$ cat src/rtl/sctc_pkg.sv
// Package for the sample count to timestamp converter.
// Holds the command codes, register indexes and fixed widths. No dependencies.
package sctc_pkg;

    localparam int CMD_W    = 3;
    localparam int TIME_W   = 64;
    localparam int COUNT_W  = 32;
    localparam int FREQ_W   = 20;
    localparam int SPF_W    = 16;
    localparam int NUM_W    = 52;  // count * 1e6 + freq/2 stays below 2^52
    localparam int CFG_IDX_W  = 2;
    localparam int CFG_DATA_W = 32;

    localparam logic [FREQ_W-1:0] US_PER_SECOND = FREQ_W'(1000000);

    localparam logic [CMD_W-1:0] CMD_SET     = 3'd0;
    localparam logic [CMD_W-1:0] CMD_ADD     = 3'd1;
    localparam logic [CMD_W-1:0] CMD_CONVERT = 3'd2;
    localparam logic [CMD_W-1:0] CMD_PEEK    = 3'd3;
    localparam logic [CMD_W-1:0] CMD_FRAME   = 3'd4;

    localparam logic [CFG_IDX_W-1:0] CFG_SAMPLING_FREQ     = 2'd0;
    localparam logic [CFG_IDX_W-1:0] CFG_SAMPLES_PER_FRAME = 2'd1;

endpackage

$ cat src/rtl/sctc_scale.sv
// Scaling unit: round(count * 1e6 / freq) by one multiply then a
// bit-serial restoring divide, one quotient bit per cycle. Uses sctc_pkg.
module sctc_scale
    import sctc_pkg::*;
(
    input  logic               clk,
    input  logic               rst_n,
    input  logic               start,
    input  logic [COUNT_W-1:0] count,
    input  logic [FREQ_W-1:0]  freq,
    output logic               done,
    output logic [NUM_W-1:0]   quot
);

    localparam int ITER_W = $clog2(NUM_W);

    typedef enum logic [1:0] {
        S_IDLE,
        S_MUL,
        S_DIV
    } state_t;

    state_t             state_reg, state_next;
    logic [COUNT_W-1:0] count_reg, count_next;
    logic [FREQ_W-1:0]  freq_reg, freq_next;
    logic [NUM_W-1:0]   num_reg, num_next;
    logic [FREQ_W-1:0]  rem_reg, rem_next;
    logic [ITER_W-1:0]  iter_reg, iter_next;
    logic               done_reg, done_next;

    logic [FREQ_W:0]    rem_shift;
    logic [FREQ_W:0]    rem_diff;
    logic               ge;

    assign rem_shift = {rem_reg, num_reg[NUM_W-1]};
    assign ge        = rem_shift >= {1'b0, freq_reg};
    assign rem_diff  = rem_shift - {1'b0, freq_reg};

    always_comb
    begin
        state_next = state_reg;
        count_next = count_reg;
        freq_next  = freq_reg;
        num_next   = num_reg;
        rem_next   = rem_reg;
        iter_next  = iter_reg;
        done_next  = 1'b0;
        case (state_reg)
            S_IDLE:
            begin
                if (start)
                begin
                    count_next = count;
                    freq_next  = freq;
                    state_next = S_MUL;
                end
            end
            S_MUL:
            begin
                // rounding: add half the divisor before the truncating divide
                num_next   = NUM_W'(count_reg) * NUM_W'(US_PER_SECOND)
                           + NUM_W'(freq_reg >> 1);
                rem_next   = '0;
                iter_next  = '0;
                state_next = S_DIV;
            end
            S_DIV:
            begin
                rem_next  = ge ? rem_diff[FREQ_W-1:0] : rem_shift[FREQ_W-1:0];
                num_next  = {num_reg[NUM_W-2:0], ge};
                iter_next = iter_reg + 1'b1;
                if (iter_reg == ITER_W'(NUM_W - 1))
                begin
                    done_next  = 1'b1;
                    state_next = S_IDLE;
                end
            end
            default:
            begin
                state_next = S_IDLE;
            end
        endcase
    end

    always_ff @(posedge clk or negedge rst_n)
    begin
        if (!rst_n)
        begin
            state_reg <= S_IDLE;
            iter_reg  <= '0;
            done_reg  <= 1'b0;
        end
        else
        begin
            state_reg <= state_next;
            iter_reg  <= iter_next;
            done_reg  <= done_next;
        end
    end

    always_ff @(posedge clk)
    begin
        count_reg <= count_next;
        freq_reg  <= freq_next;
        num_reg   <= num_next;
        rem_reg   <= rem_next;
    end

    assign done = done_reg;
    assign quot = num_reg;

endmodule

$ cat src/rtl/sample_count_timestamp_converter_top.sv
// Top level of the sample count to timestamp converter.
// Depends on sctc_pkg and sctc_scale.

// Set and add commands give no result. Convert, peek and frame duration go
// through these steps from accept to result: load the scaling unit, the
// count times 1e6 multiply, the bit-serial divide by the sampling rate, the
// base add (convert and peek only) and the load of the output register. With
// a zero sampling rate those commands skip the scaling unit. The input is not
// ready while a command is in the scaling unit or its result waits for the
// output register; a result waiting in the output register does not block new
// commands until the next result needs that register.
module sample_count_timestamp_converter_top
    import sctc_pkg::*;
(
    input  logic                  clk,
    input  logic                  rst_n,
    // configuration write channel
    input  logic                  cfg_valid,
    output logic                  cfg_ready,
    input  logic [CFG_IDX_W-1:0]  cfg_index,
    input  logic [CFG_DATA_W-1:0] cfg_data,
    // command stream
    input  logic                  s_tvalid,
    output logic                  s_tready,
    input  logic [TIME_W-1:0]     s_tdata,   // [63:0] operand
    input  logic [CMD_W-1:0]      s_tuser,   // [2:0] cmd
    // result stream
    output logic                  m_tvalid,
    input  logic                  m_tready,
    output logic [TIME_W-1:0]     m_tdata    // [63:0] time_us
);

    typedef enum logic [1:0] {
        S_IDLE,
        S_CALC,
        S_OUT
    } state_t;

    state_t             state_reg, state_next;
    logic [FREQ_W-1:0]  freq_reg, freq_next;
    logic [SPF_W-1:0]   spf_reg, spf_next;
    logic [TIME_W-1:0]  base_reg, base_next;
    logic [COUNT_W-1:0] accum_reg, accum_next;
    logic [CMD_W-1:0]   cmd_reg, cmd_next;
    logic [TIME_W-1:0]  res_reg, res_next;
    logic               m_tvalid_reg, m_tvalid_next;
    logic [TIME_W-1:0]  m_tdata_reg, m_tdata_next;

    logic               in_fire;
    logic               cfg_fire;
    logic               scale_start;
    logic [COUNT_W-1:0] scale_count;
    logic               scale_done;
    logic [NUM_W-1:0]   scale_quot;
    logic [TIME_W-1:0]  quot_ext;

    assign s_tready  = (state_reg == S_IDLE);
    assign cfg_ready = 1'b1;
    assign in_fire   = s_tvalid && s_tready;
    assign cfg_fire  = cfg_valid && cfg_ready;
    assign quot_ext  = TIME_W'(scale_quot);

    assign scale_start = in_fire && (freq_reg != '0)
                      && (s_tuser == CMD_CONVERT || s_tuser == CMD_PEEK
                          || s_tuser == CMD_FRAME);
    assign scale_count = (s_tuser == CMD_FRAME) ? COUNT_W'(spf_reg) : accum_reg;

    sctc_scale u_scale (
        .clk   (clk),
        .rst_n (rst_n),
        .start (scale_start),
        .count (scale_count),
        .freq  (freq_reg),
        .done  (scale_done),
        .quot  (scale_quot)
    );

    always_comb
    begin
        state_next    = state_reg;
        freq_next     = freq_reg;
        spf_next      = spf_reg;
        base_next     = base_reg;
        accum_next    = accum_reg;
        cmd_next      = cmd_reg;
        res_next      = res_reg;
        m_tvalid_next = m_tvalid_reg && !m_tready;
        m_tdata_next  = m_tdata_reg;

        if (cfg_fire)
        begin
            if (cfg_index == CFG_SAMPLING_FREQ)
            begin
                if (cfg_data[FREQ_W-1:0] != '0)
                    freq_next = cfg_data[FREQ_W-1:0];
            end
            else if (cfg_index == CFG_SAMPLES_PER_FRAME)
            begin
                spf_next = cfg_data[SPF_W-1:0];
            end
        end

        case (state_reg)
            S_IDLE:
            begin
                if (in_fire)
                begin
                    cmd_next = s_tuser;
                    case (s_tuser)
                        CMD_SET:
                        begin
                            base_next  = s_tdata;
                            accum_next = '0;
                        end
                        CMD_ADD:
                        begin
                            accum_next = accum_reg + s_tdata[COUNT_W-1:0];
                        end
                        CMD_CONVERT, CMD_PEEK, CMD_FRAME:
                        begin
                            if (freq_reg != '0)
                            begin
                                state_next = S_CALC;
                            end
                            else
                            begin
                                // no rate yet: base passes through, duration is zero
                                res_next   = (s_tuser == CMD_FRAME) ? '0 : base_reg;
                                if (s_tuser == CMD_CONVERT)
                                    accum_next = '0;
                                state_next = S_OUT;
                            end
                        end
                        default:
                        begin
                        end
                    endcase
                end
            end
            S_CALC:
            begin
                if (scale_done)
                begin
                    if (cmd_reg == CMD_FRAME)
                    begin
                        res_next = quot_ext;
                    end
                    else
                    begin
                        res_next = base_reg + quot_ext;
                        if (cmd_reg == CMD_CONVERT)
                        begin
                            base_next  = base_reg + quot_ext;
                            accum_next = '0;
                        end
                    end
                    state_next = S_OUT;
                end
            end
            S_OUT:
            begin
                if (!m_tvalid_reg || m_tready)
                begin
                    m_tvalid_next = 1'b1;
                    m_tdata_next  = res_reg;
                    state_next    = S_IDLE;
                end
            end
            default:
            begin
                state_next = S_IDLE;
            end
        endcase
    end

    always_ff @(posedge clk or negedge rst_n)
    begin
        if (!rst_n)
        begin
            state_reg    <= S_IDLE;
            freq_reg     <= '0;
            spf_reg      <= '0;
            base_reg     <= '0;
            accum_reg    <= '0;
            m_tvalid_reg <= 1'b0;
        end
        else
        begin
            state_reg    <= state_next;
            freq_reg     <= freq_next;
            spf_reg      <= spf_next;
            base_reg     <= base_next;
            accum_reg    <= accum_next;
            m_tvalid_reg <= m_tvalid_next;
        end
    end

    always_ff @(posedge clk)
    begin
        cmd_reg     <= cmd_next;
        res_reg     <= res_next;
        m_tdata_reg <= m_tdata_next;
    end

    assign m_tvalid = m_tvalid_reg;
    assign m_tdata  = m_tdata_reg;

endmodule

$ cat config.mk
export PLATFORM = sky130hd
export DESIGN_NAME = sample_count_timestamp_converter_top
export DESIGN_NICKNAME = d
export VERILOG_FILES = /design/src/rtl/sctc_pkg.sv /design/src/rtl/sctc_scale.sv /design/src/rtl/sample_count_timestamp_converter_top.sv
export SDC_FILE = /design/constraint.sdc
export NUM_CORES = 1
export LEC_CHECK = 0
export ABC_AREA = 0
export BUFFER_PORTS_ARGS = -buffer_cell sky130_fd_sc_hd__buf_2
export CAP_MARGIN = 25
export CORE_ASPECT_RATIO = 0.9
export CORE_MARGIN = 4
export CORE_UTILIZATION = 30
export DETAILED_ROUTE_END_ITERATION = 16
export PLACE_DENSITY = 0.41
export SLEW_MARGIN = 10
export SYNTH_ARGS = -nofsm -noshare
export SYNTH_HDL_FRONTEND = slang
export SYNTH_SLANG_ARGS = --single-unit
$ cat constraint.sdc
create_clock -name clk -period 8.72 [get_ports clk]
set_clock_uncertainty 0.05 [all_clocks]
set_input_delay 1.744 -clock clk [delete_from_list [all_inputs] [get_ports clk]]
set_output_delay 1.744 -clock clk [all_outputs]
set_load 0.01 [all_outputs]
==> results of run 1 <==
-- logic make-up after synthesis --
family / after synthesis / synth area share
compound gates: 835 / 0.1742
fa+ha+maj: 412 / 0.2029
simple gates: 855 / 0.1316
flops: 399 / 0.3686
xor+xnor: 162 / 0.04693
other cells: 1 / 0.0001227
mux: 71 / 0.02486
buf+inv: 399 / 0.05082
-- routing by layer --
metal	global-route usage	up-vias	share of wire
met3	0.01795	98	0.035
met2	0.2702	484	0.44
met1	0.2702	11630	0.51
li1	-	11420	-
met5	0	-	0
met4	0.03594	0	0.018
-- layout by cell type (no fill, tap or decap), types with 13 or more instances in the layout --
cell	n
buf_4	34
o31ai_1	13
o21bai_1	18
a21o_1	98
mux2_2	39
a21oi_1	246
a211oi_1	19
o21a_1	23
and3_1	23
ha_1	271
inv_1	268
nand2_1	334
nor4_1	22
xnor2_1	100
xor2_1	60
and2_1	34
clkbuf_16	51
nor2_1	191
o211ai_1	27
nor2b_1	16
nand3_1	67
a31oi_1	36
dfrtp_1	144
a22o_1	35
buf_2	158
edfxtp_1	255
o21ai_0	194
fa_1	139
nor3_1	38
nand4_1	37
mux2i_1	32
or3_1	15
-- final cells by class --
type | count | area [µm²] | area share
Antenna cell | 1 | 2.502 | 0.00007249
Clock buffer | 58 | 1313 | 0.03802
Clock inverter | 28 | 310.3 | 0.008988
Inverter | 269 | 1010 | 0.02925
Multi-Input combinational cell | 2336 | 17840 | 0.5167
Sequential cell | 399 | 11260 | 0.3262
Tap cell | 1344 | 1682 | 0.04871
Timing Repair Buffer | 196 | 1107 | 0.03208
-- stage by stage --
stage / instance area [µm²] / setup WS [ns] / hold slack, ns
after CTS: 34510 / 1.088 / 0.3671
after floorplan: 30550 / 1.375 / 0.3503
after global placement: 32850 / 1.093 / 0.3532
final: 34520 / 1.009 / 0.3663
after detailed placement: 32890 / 1.083 / 0.3545
after global routing: 34520 / 0.5490 / 0.3719
-- critical path, cell delays in order (launching register included) --
cell,delay [ns]
edfxtp_1,0.51
inv_1,0.18
fa_1,0.56
inv_1,0.05
fa_1,0.50
fa_1,0.57
fa_1,0.42
ha_1,0.29
inv_1,0.05
fa_1,0.50
inv_1,0.05
ha_1,0.41
and4_4,0.25
a31o_1,0.22
a311oi_1,0.26
o211a_1,0.35
xnor2_1,0.24
and4_1,0.32
nor3b_1,0.42
nand4_1,0.35
nor3b_1,0.33
xor2_1,0.41
o21ai_0,0.12
-- synthesized netlist by cell type, drive strengths merged (12+ instances only) --
master    n
a21o    100
a22o     35
fa      139
mux2     39
a31oi    36
nor2    195
nand3    67
ha      273
buf      24
a21oi   251
nor2b    18
or3      15
mux2i    32
nor4     22
edfxtp  255
inv     268
dfrtp   144
xnor2   101
o21a     25
clkbuf  106
and2     35
and3     23
nor3     39
nand2b   12
xor2     61
o211ai   29
a211oi   20
nand4    37
o21ai   204
nand2   336
o21bai   18
o31ai    14
-- worst paths after layout --
path | start | endpoint | slack [ns] | cells after the start
max | u_scale.count_reg[4]$_DFFE_PP_ | u_scale.quot[38]$_DFFE_PP_ | 1.01 | 22
min | res_reg[9]$_DFFE_PP_ | m_tdata[9]$_DFFE_PP_ | 0.37 | 0
max reg2reg | u_scale.count_reg[4]$_DFFE_PP_ | u_scale.quot[38]$_DFFE_PP_ | 1.01 | 22
min reg2reg | res_reg[9]$_DFFE_PP_ | m_tdata[9]$_DFFE_PP_ | 0.37 | 0
max in group asynchronous | rst_n | spf_reg[14]$_DFFE_PN0P_ | 5.68 | 3
min in group asynchronous | rst_n | base_reg[40]$_DFFE_PN0P_ | 1.06 | 1
==> flow_metrics.py, run 1 <==
metrics = {
    "timing": {
        "min_period_ns": 7.711,
        "min_period_over_period": 0.8843,
        "finalSetupViolCount": 0,
        "unrepaired_setup_endpoints_after_global_routing": "no",
        "tightestPinTransition_ns": 0.8775,
        "drv_slew": 0,
        "timing.max_slew.rel_slack": 0.4132,
        "fmax_mhz": 129.7,
        "timing_hold_violations_final": 0,
        "setup_total_negative_slack_ns": 0,
    },
    "route": {
        "route.antenna.remaining_nets": 0,
        "avgViaCountPerCell": 5.105,
        "num_vias": 23640,
        "postRouteWirelength_um": 96740,
        "number_of_design_rule_violations_left_by_the_first_detailed_router_iteration": 1549,
        "drt_pre_antenna_iters": 5,
        "routedWlPerCell_um": 20.89,
        "detail_route.drc_violations": 0,
    },
    "setup_path": {
        "timing.critical_path.to_type": "flop",
        "timing_worst_setup_path_type": "flop to flop",
        "timing.critical_path.arrival_ns": 7.98,
        "worst_setup_path_start_kind": "flop",
        "timing.critical_path.required_ns": 8.99,
        "critPathMaxFanout": 8,
    },
    "grt": {
        "grt_pass1_vias": 23560,
        "grt_first_pass_wirelength_um": 146800,
        "grt-ovfl-total": 0,
        "grt_antenna_before_repair": 0,
        "gr-usage-all-layers": 0.1769,
        "grt_max_degree": 84,
    },
    "logic_synthesis": {
        "synth_nets": 3652,
        "async_reset_ff_frac": 0.3609,
        "yosys_warnings": 0,
        "synth_area_um2": 30550,
        "ys_dominant_reg_cell": "edfxtp_1",
        "ys_types": 101,
        "seq_area_frac_synth": 0.3686,
        "ys_top_cells_by_area": "edfxtp_1, dfrtp_1, ha_1",
        "synth_largest_area_cell": "edfxtp_1",
        "synth_edf_count": 255,
        "syn_area_per_cell_um2": 9.749,
        "synthCells": 3134,
        "synthDominantCellAreaShare": 0.2506,
        "ys_seq_elements": 399,
    },
    "die": {
        "coreArea_um2": 100500,
        "floorplan.die.width_um": 344.4,
        "chip_height_um": 310.8,
        "floorplan.io_pins": 173,
        "rows": 110,
        "start_util": 0.3041,
        "die-area_um2": 107000,
    },
    "place": {
        "portBuffers": 159,
        "place_congestion": 0.8743,
        "numPlacedInstances": 4543,
        "detailedPlacementHpwl_um": 74530,
    },
    "cts": {
        "cts-resized-gates": 0,
        "root_buffer_cell": "clkbuf_16",
        "cts.path.max_buffers": 3,
        "clkLatencyLatePin_ns": 0.60,
        "cts.sinks": 399,
        "tritoncts": "yes",
        "total_cts_buffers": 47,
        "cts_h_tree_depth": 2,
        "hold_buffers": 0,
        "clk_pin_slew_ns": 0.06,
        "post_cts_buffers": 0,
    },
    "layout": {
        "nNetsFinal": 3767,
        "count_of_filler_cells_inserted_in_the_layout": 10280,
        "areaGrowthSynthToFinish_pct": 12.99,
        "fin_cells": 4631,
        "postLayoutCoreUtil": 0.3436,
        "share_of_layout_cells_above_drive_strength_1": 0.1117,
    },
    "min_path": {
        "worstHoldPathType": "flop to flop",
    },
    "run": {
        "drv_cap": 0,
    },
    "run_status": {
        "run_status": "complete, no violations",
    },
}
Power of run 1 is not shown: default switching activity piles up to over one toggle a cycle in this logic, so the estimate is an artifact.
==> run 2, diff against run 1 <==
--- a/config.mk
+++ b/config.mk
@@ -12,7 +12,7 @@
 export CORE_MARGIN = 4
 export CORE_UTILIZATION = 30
 export DETAILED_ROUTE_END_ITERATION = 16
-export PLACE_DENSITY = 0.41
+export PLACE_DENSITY = 0.43
 export SLEW_MARGIN = 10
 export SYNTH_ARGS = -nofsm -noshare
 export SYNTH_HDL_FRONTEND = slang
==> constraint.sdc (replaced) <==
create_clock -name clk -period 6.6 [get_ports clk]
set_clock_uncertainty 0.05 [all_clocks]
set_input_delay 1.32 -clock clk [delete_from_list [all_inputs] [get_ports clk]]
set_output_delay 1.32 -clock clk [all_outputs]
set_load 0.01 [all_outputs]
==> flow_metrics.py, run 2 (synthesis gave the netlist of run 1 again) <==
metrics = {
    "die": {
        "die-area_um2": 107000,
        "rows": 110,
        "start_util": 0.3041,
        "floorplan.io_pins": 173,
        "chip_height_um": 310.8,
        "floorplan.die.width_um": 344.4,
        "coreArea_um2": 100500,
    },
    "timing": {
        "min_period_over_period": 1.021,
        "min_period_ns": 6.737,
        "timing_hold_violations_final": 0,
        "setup_total_negative_slack_ns": -0.4287,
        "final_critical_path_setup_slack_ns": -0.1372,
        "unrepaired_setup_endpoints_after_global_routing": "yes",
        "drv_slew": 0,
        "timing.max_slew.rel_slack": 0.3442,
        "tightestPinTransition_ns": 0.9807,
        "fmax_mhz": 148.4,
        "finalSetupViolCount": 8,
    },
    "setup_path": {
        "critical-path-slowest-cell": "fa_1",
        "worst_setup_path_start_kind": "flop",
        "worst_setup_path_startpoint": "u_scale.count_reg[1]$_DFFE_PP_",
        "timing.critical_path.to_type": "flop",
        "critPathMaxFanout": 6,
        "timing.critical_path.required_ns": 7.01,
        "critical_path.max_stage_delay_ns": 0.53,
        "cell_breakdown_of_the_critical_path": "inv_2 -> fa_1 -> inv_1 -> fa_1 -> fa_1 -> fa_1 -> ha_1 -> inv_2 -> fa_1 -> inv_2 -> ha_4 -> and4_4 -> a31o_1 -> a311oi_2 -> o211a_1 -> buf_4 -> a21oi_2 -> xnor2_2 -> or3b_4 -> or4_4 -> and3b_1 -> or4b_4 -> a31oi_1",
        "timing_worst_setup_path_type": "flop to flop",
        "r2r_start": "u_scale.count_reg[1]$_DFFE_PP_",
        "most_frequent_cell_on_the_critical_path": "fa_1",
        "timing.critical_path.arrival_ns": 7.15,
    },
    "run_status": {
        "run_status": "finished with violations",
        "violations": "negative setup slack",
    },
    "layout": {
        "register_area_um2": 11260,
        "layout_common_cells": "nand2_1, buf_4, ha_1",
        "layout.cells.most_common": "nand2_1",
        "share_of_layout_cells_above_drive_strength_1": 0.2039,
        "area_of_combinational_cells_with_multiple_inputs_um2": 18440,
        "nNetsFinal": 4008,
        "areaGrowthSynthToFinish_pct": 20.72,
        "count_of_filler_cells_inserted_in_the_layout": 10260,
    },
    "cts": {
        "cts.sinks": 399,
        "clkLatencyLatePin_ns": 0.60,
        "root_buffer_cell": "clkbuf_16",
        "tritoncts": "yes",
        "clk_pin_slew_ns": 0.06,
        "cts.path.max_buffers": 3,
        "total_cts_buffers": 47,
        "cts_h_tree_depth": 2,
    },
    "route": {
        "number_of_design_rule_violations_left_by_the_first_detailed_router_iteration": 1464,
        "detail_route.drc_violations": 0,
        "avgViaCountPerCell": 4.921,
        "num_vias": 23970,
        "routedWlPerCell_um": 19.59,
        "postRouteWirelength_um": 95460,
        "drt_pre_antenna_iters": 7,
        "route.antenna.remaining_nets": 0,
    },
    "grt": {
        "grt_first_pass_wirelength_um": 146400,
        "gr-usage-all-layers": 0.1763,
        "grt-ovfl-total": 0,
        "grt_antenna_before_repair": 8,
        "grt_pass1_vias": 23620,
        "grt_max_degree": 97,
    },
    "place": {
        "place_congestion": 0.8602,
        "detailedPlacementHpwl_um": 74690,
        "dpl_worst_slack_ns": -0.3077,
        "portBuffers": 159,
    },
    "min_path": {
        "min-delay-start": "res_reg[28]$_DFFE_PP_",
        "worstHoldPathType": "flop to flop",
    },
    "run": {
        "drv_cap": 0,
    },
}
-- run 2: cell count changes in the layout (fill, tap and decap cells not counted), moves of 7 or more --
| cell | change |
|---|---|
| buf_4 | +241 |
| ha_4 | +11 |
| a21oi_2 | +9 |
| inv_2 | +21 |
| ha_1 | -14 |
| o21ai_0 | -7 |
| a21oi_1 | -13 |
| inv_1 | -23 |
-- run 2: repair_timing --
| item | CTS | global route |
|---|---|---|
| gates resized for setup | 43 | 52 |
| endpoints found under the setup margin | 17 | 18 |
| pin swaps | 26 | 27 |
| hold endpoints to repair | 0 | 0 |
| buffers inserted | 31 | 9 |
| hold buffers | 0 | 0 |
-- run 2: cell type report --
| class | count | area share |
|---|---|---|
| clock inverters | 31 | 0.01031 |
| flip-flops and latches | 399 | 0.3053 |
| multi-input cells | 2336 | 0.4999 |
| inverters | 269 | 0.02751 |
| well taps | 1344 | 0.04559 |
| repair buffers | 437 | 0.07829 |
| clock buffers | 55 | 0.03297 |
| diodes | 1 | 0.00006784 |
-- run 2: worst max-delay path, delay by kind of cell, from the launching register on --
family          cells  cell delay, ns
xor+xnor            1            0.15
simple gates        5            1.73
fa+ha+maj           7            2.97
buf+inv             5            0.36
flops               1            0.45
compound gates      5            0.91
-- run 2: stage by stage --
stage                     cell area, µm²  hold slack, ns  utilization  cells
after detailed placement           34490          0.3545       0.3433   4743
final                              36880          0.3639       0.3671   4872
after global placement             34480          0.3528       0.3431   4741
after CTS                          36520          0.3591       0.3635   4860
after global routing               36880          0.3677       0.3671   4871
after floorplan                    30710          0.3503            -   3134
-- run 2: layer usage --
layer  GRT usage  vias to the layer above  part of all wire
met5           0                        -                 0
met4     0.03308                        0             0.017
met3     0.02045                       87             0.041
met2      0.2608                      433              0.42
met1      0.2759                    11530              0.52
li1            -                    11920                 -
-- run 2: final timing paths --
| path | to | slack (ns) | depth (start not counted) |
|---|---|---|---|
| worst min register to register | m_tdata[28]$_DFFE_PP_ | 0.36 | 0 |
| worst min-delay path | m_tdata[28]$_DFFE_PP_ | 0.36 | 0 |
| max in group asynchronous | base_reg[47]$_DFFE_PN0P_ | 4.65 | 2 |
| worst max register to register | u_scale.quot[51]$_DFFE_PP_ | -0.14 | 23 |
| min in group asynchronous | freq_reg[3]$_DFFE_PN0P_ | 0.72 | 1 |
| worst max-delay path | u_scale.quot[51]$_DFFE_PP_ | -0.14 | 23 |
Power of run 2 is left out for the same reason.
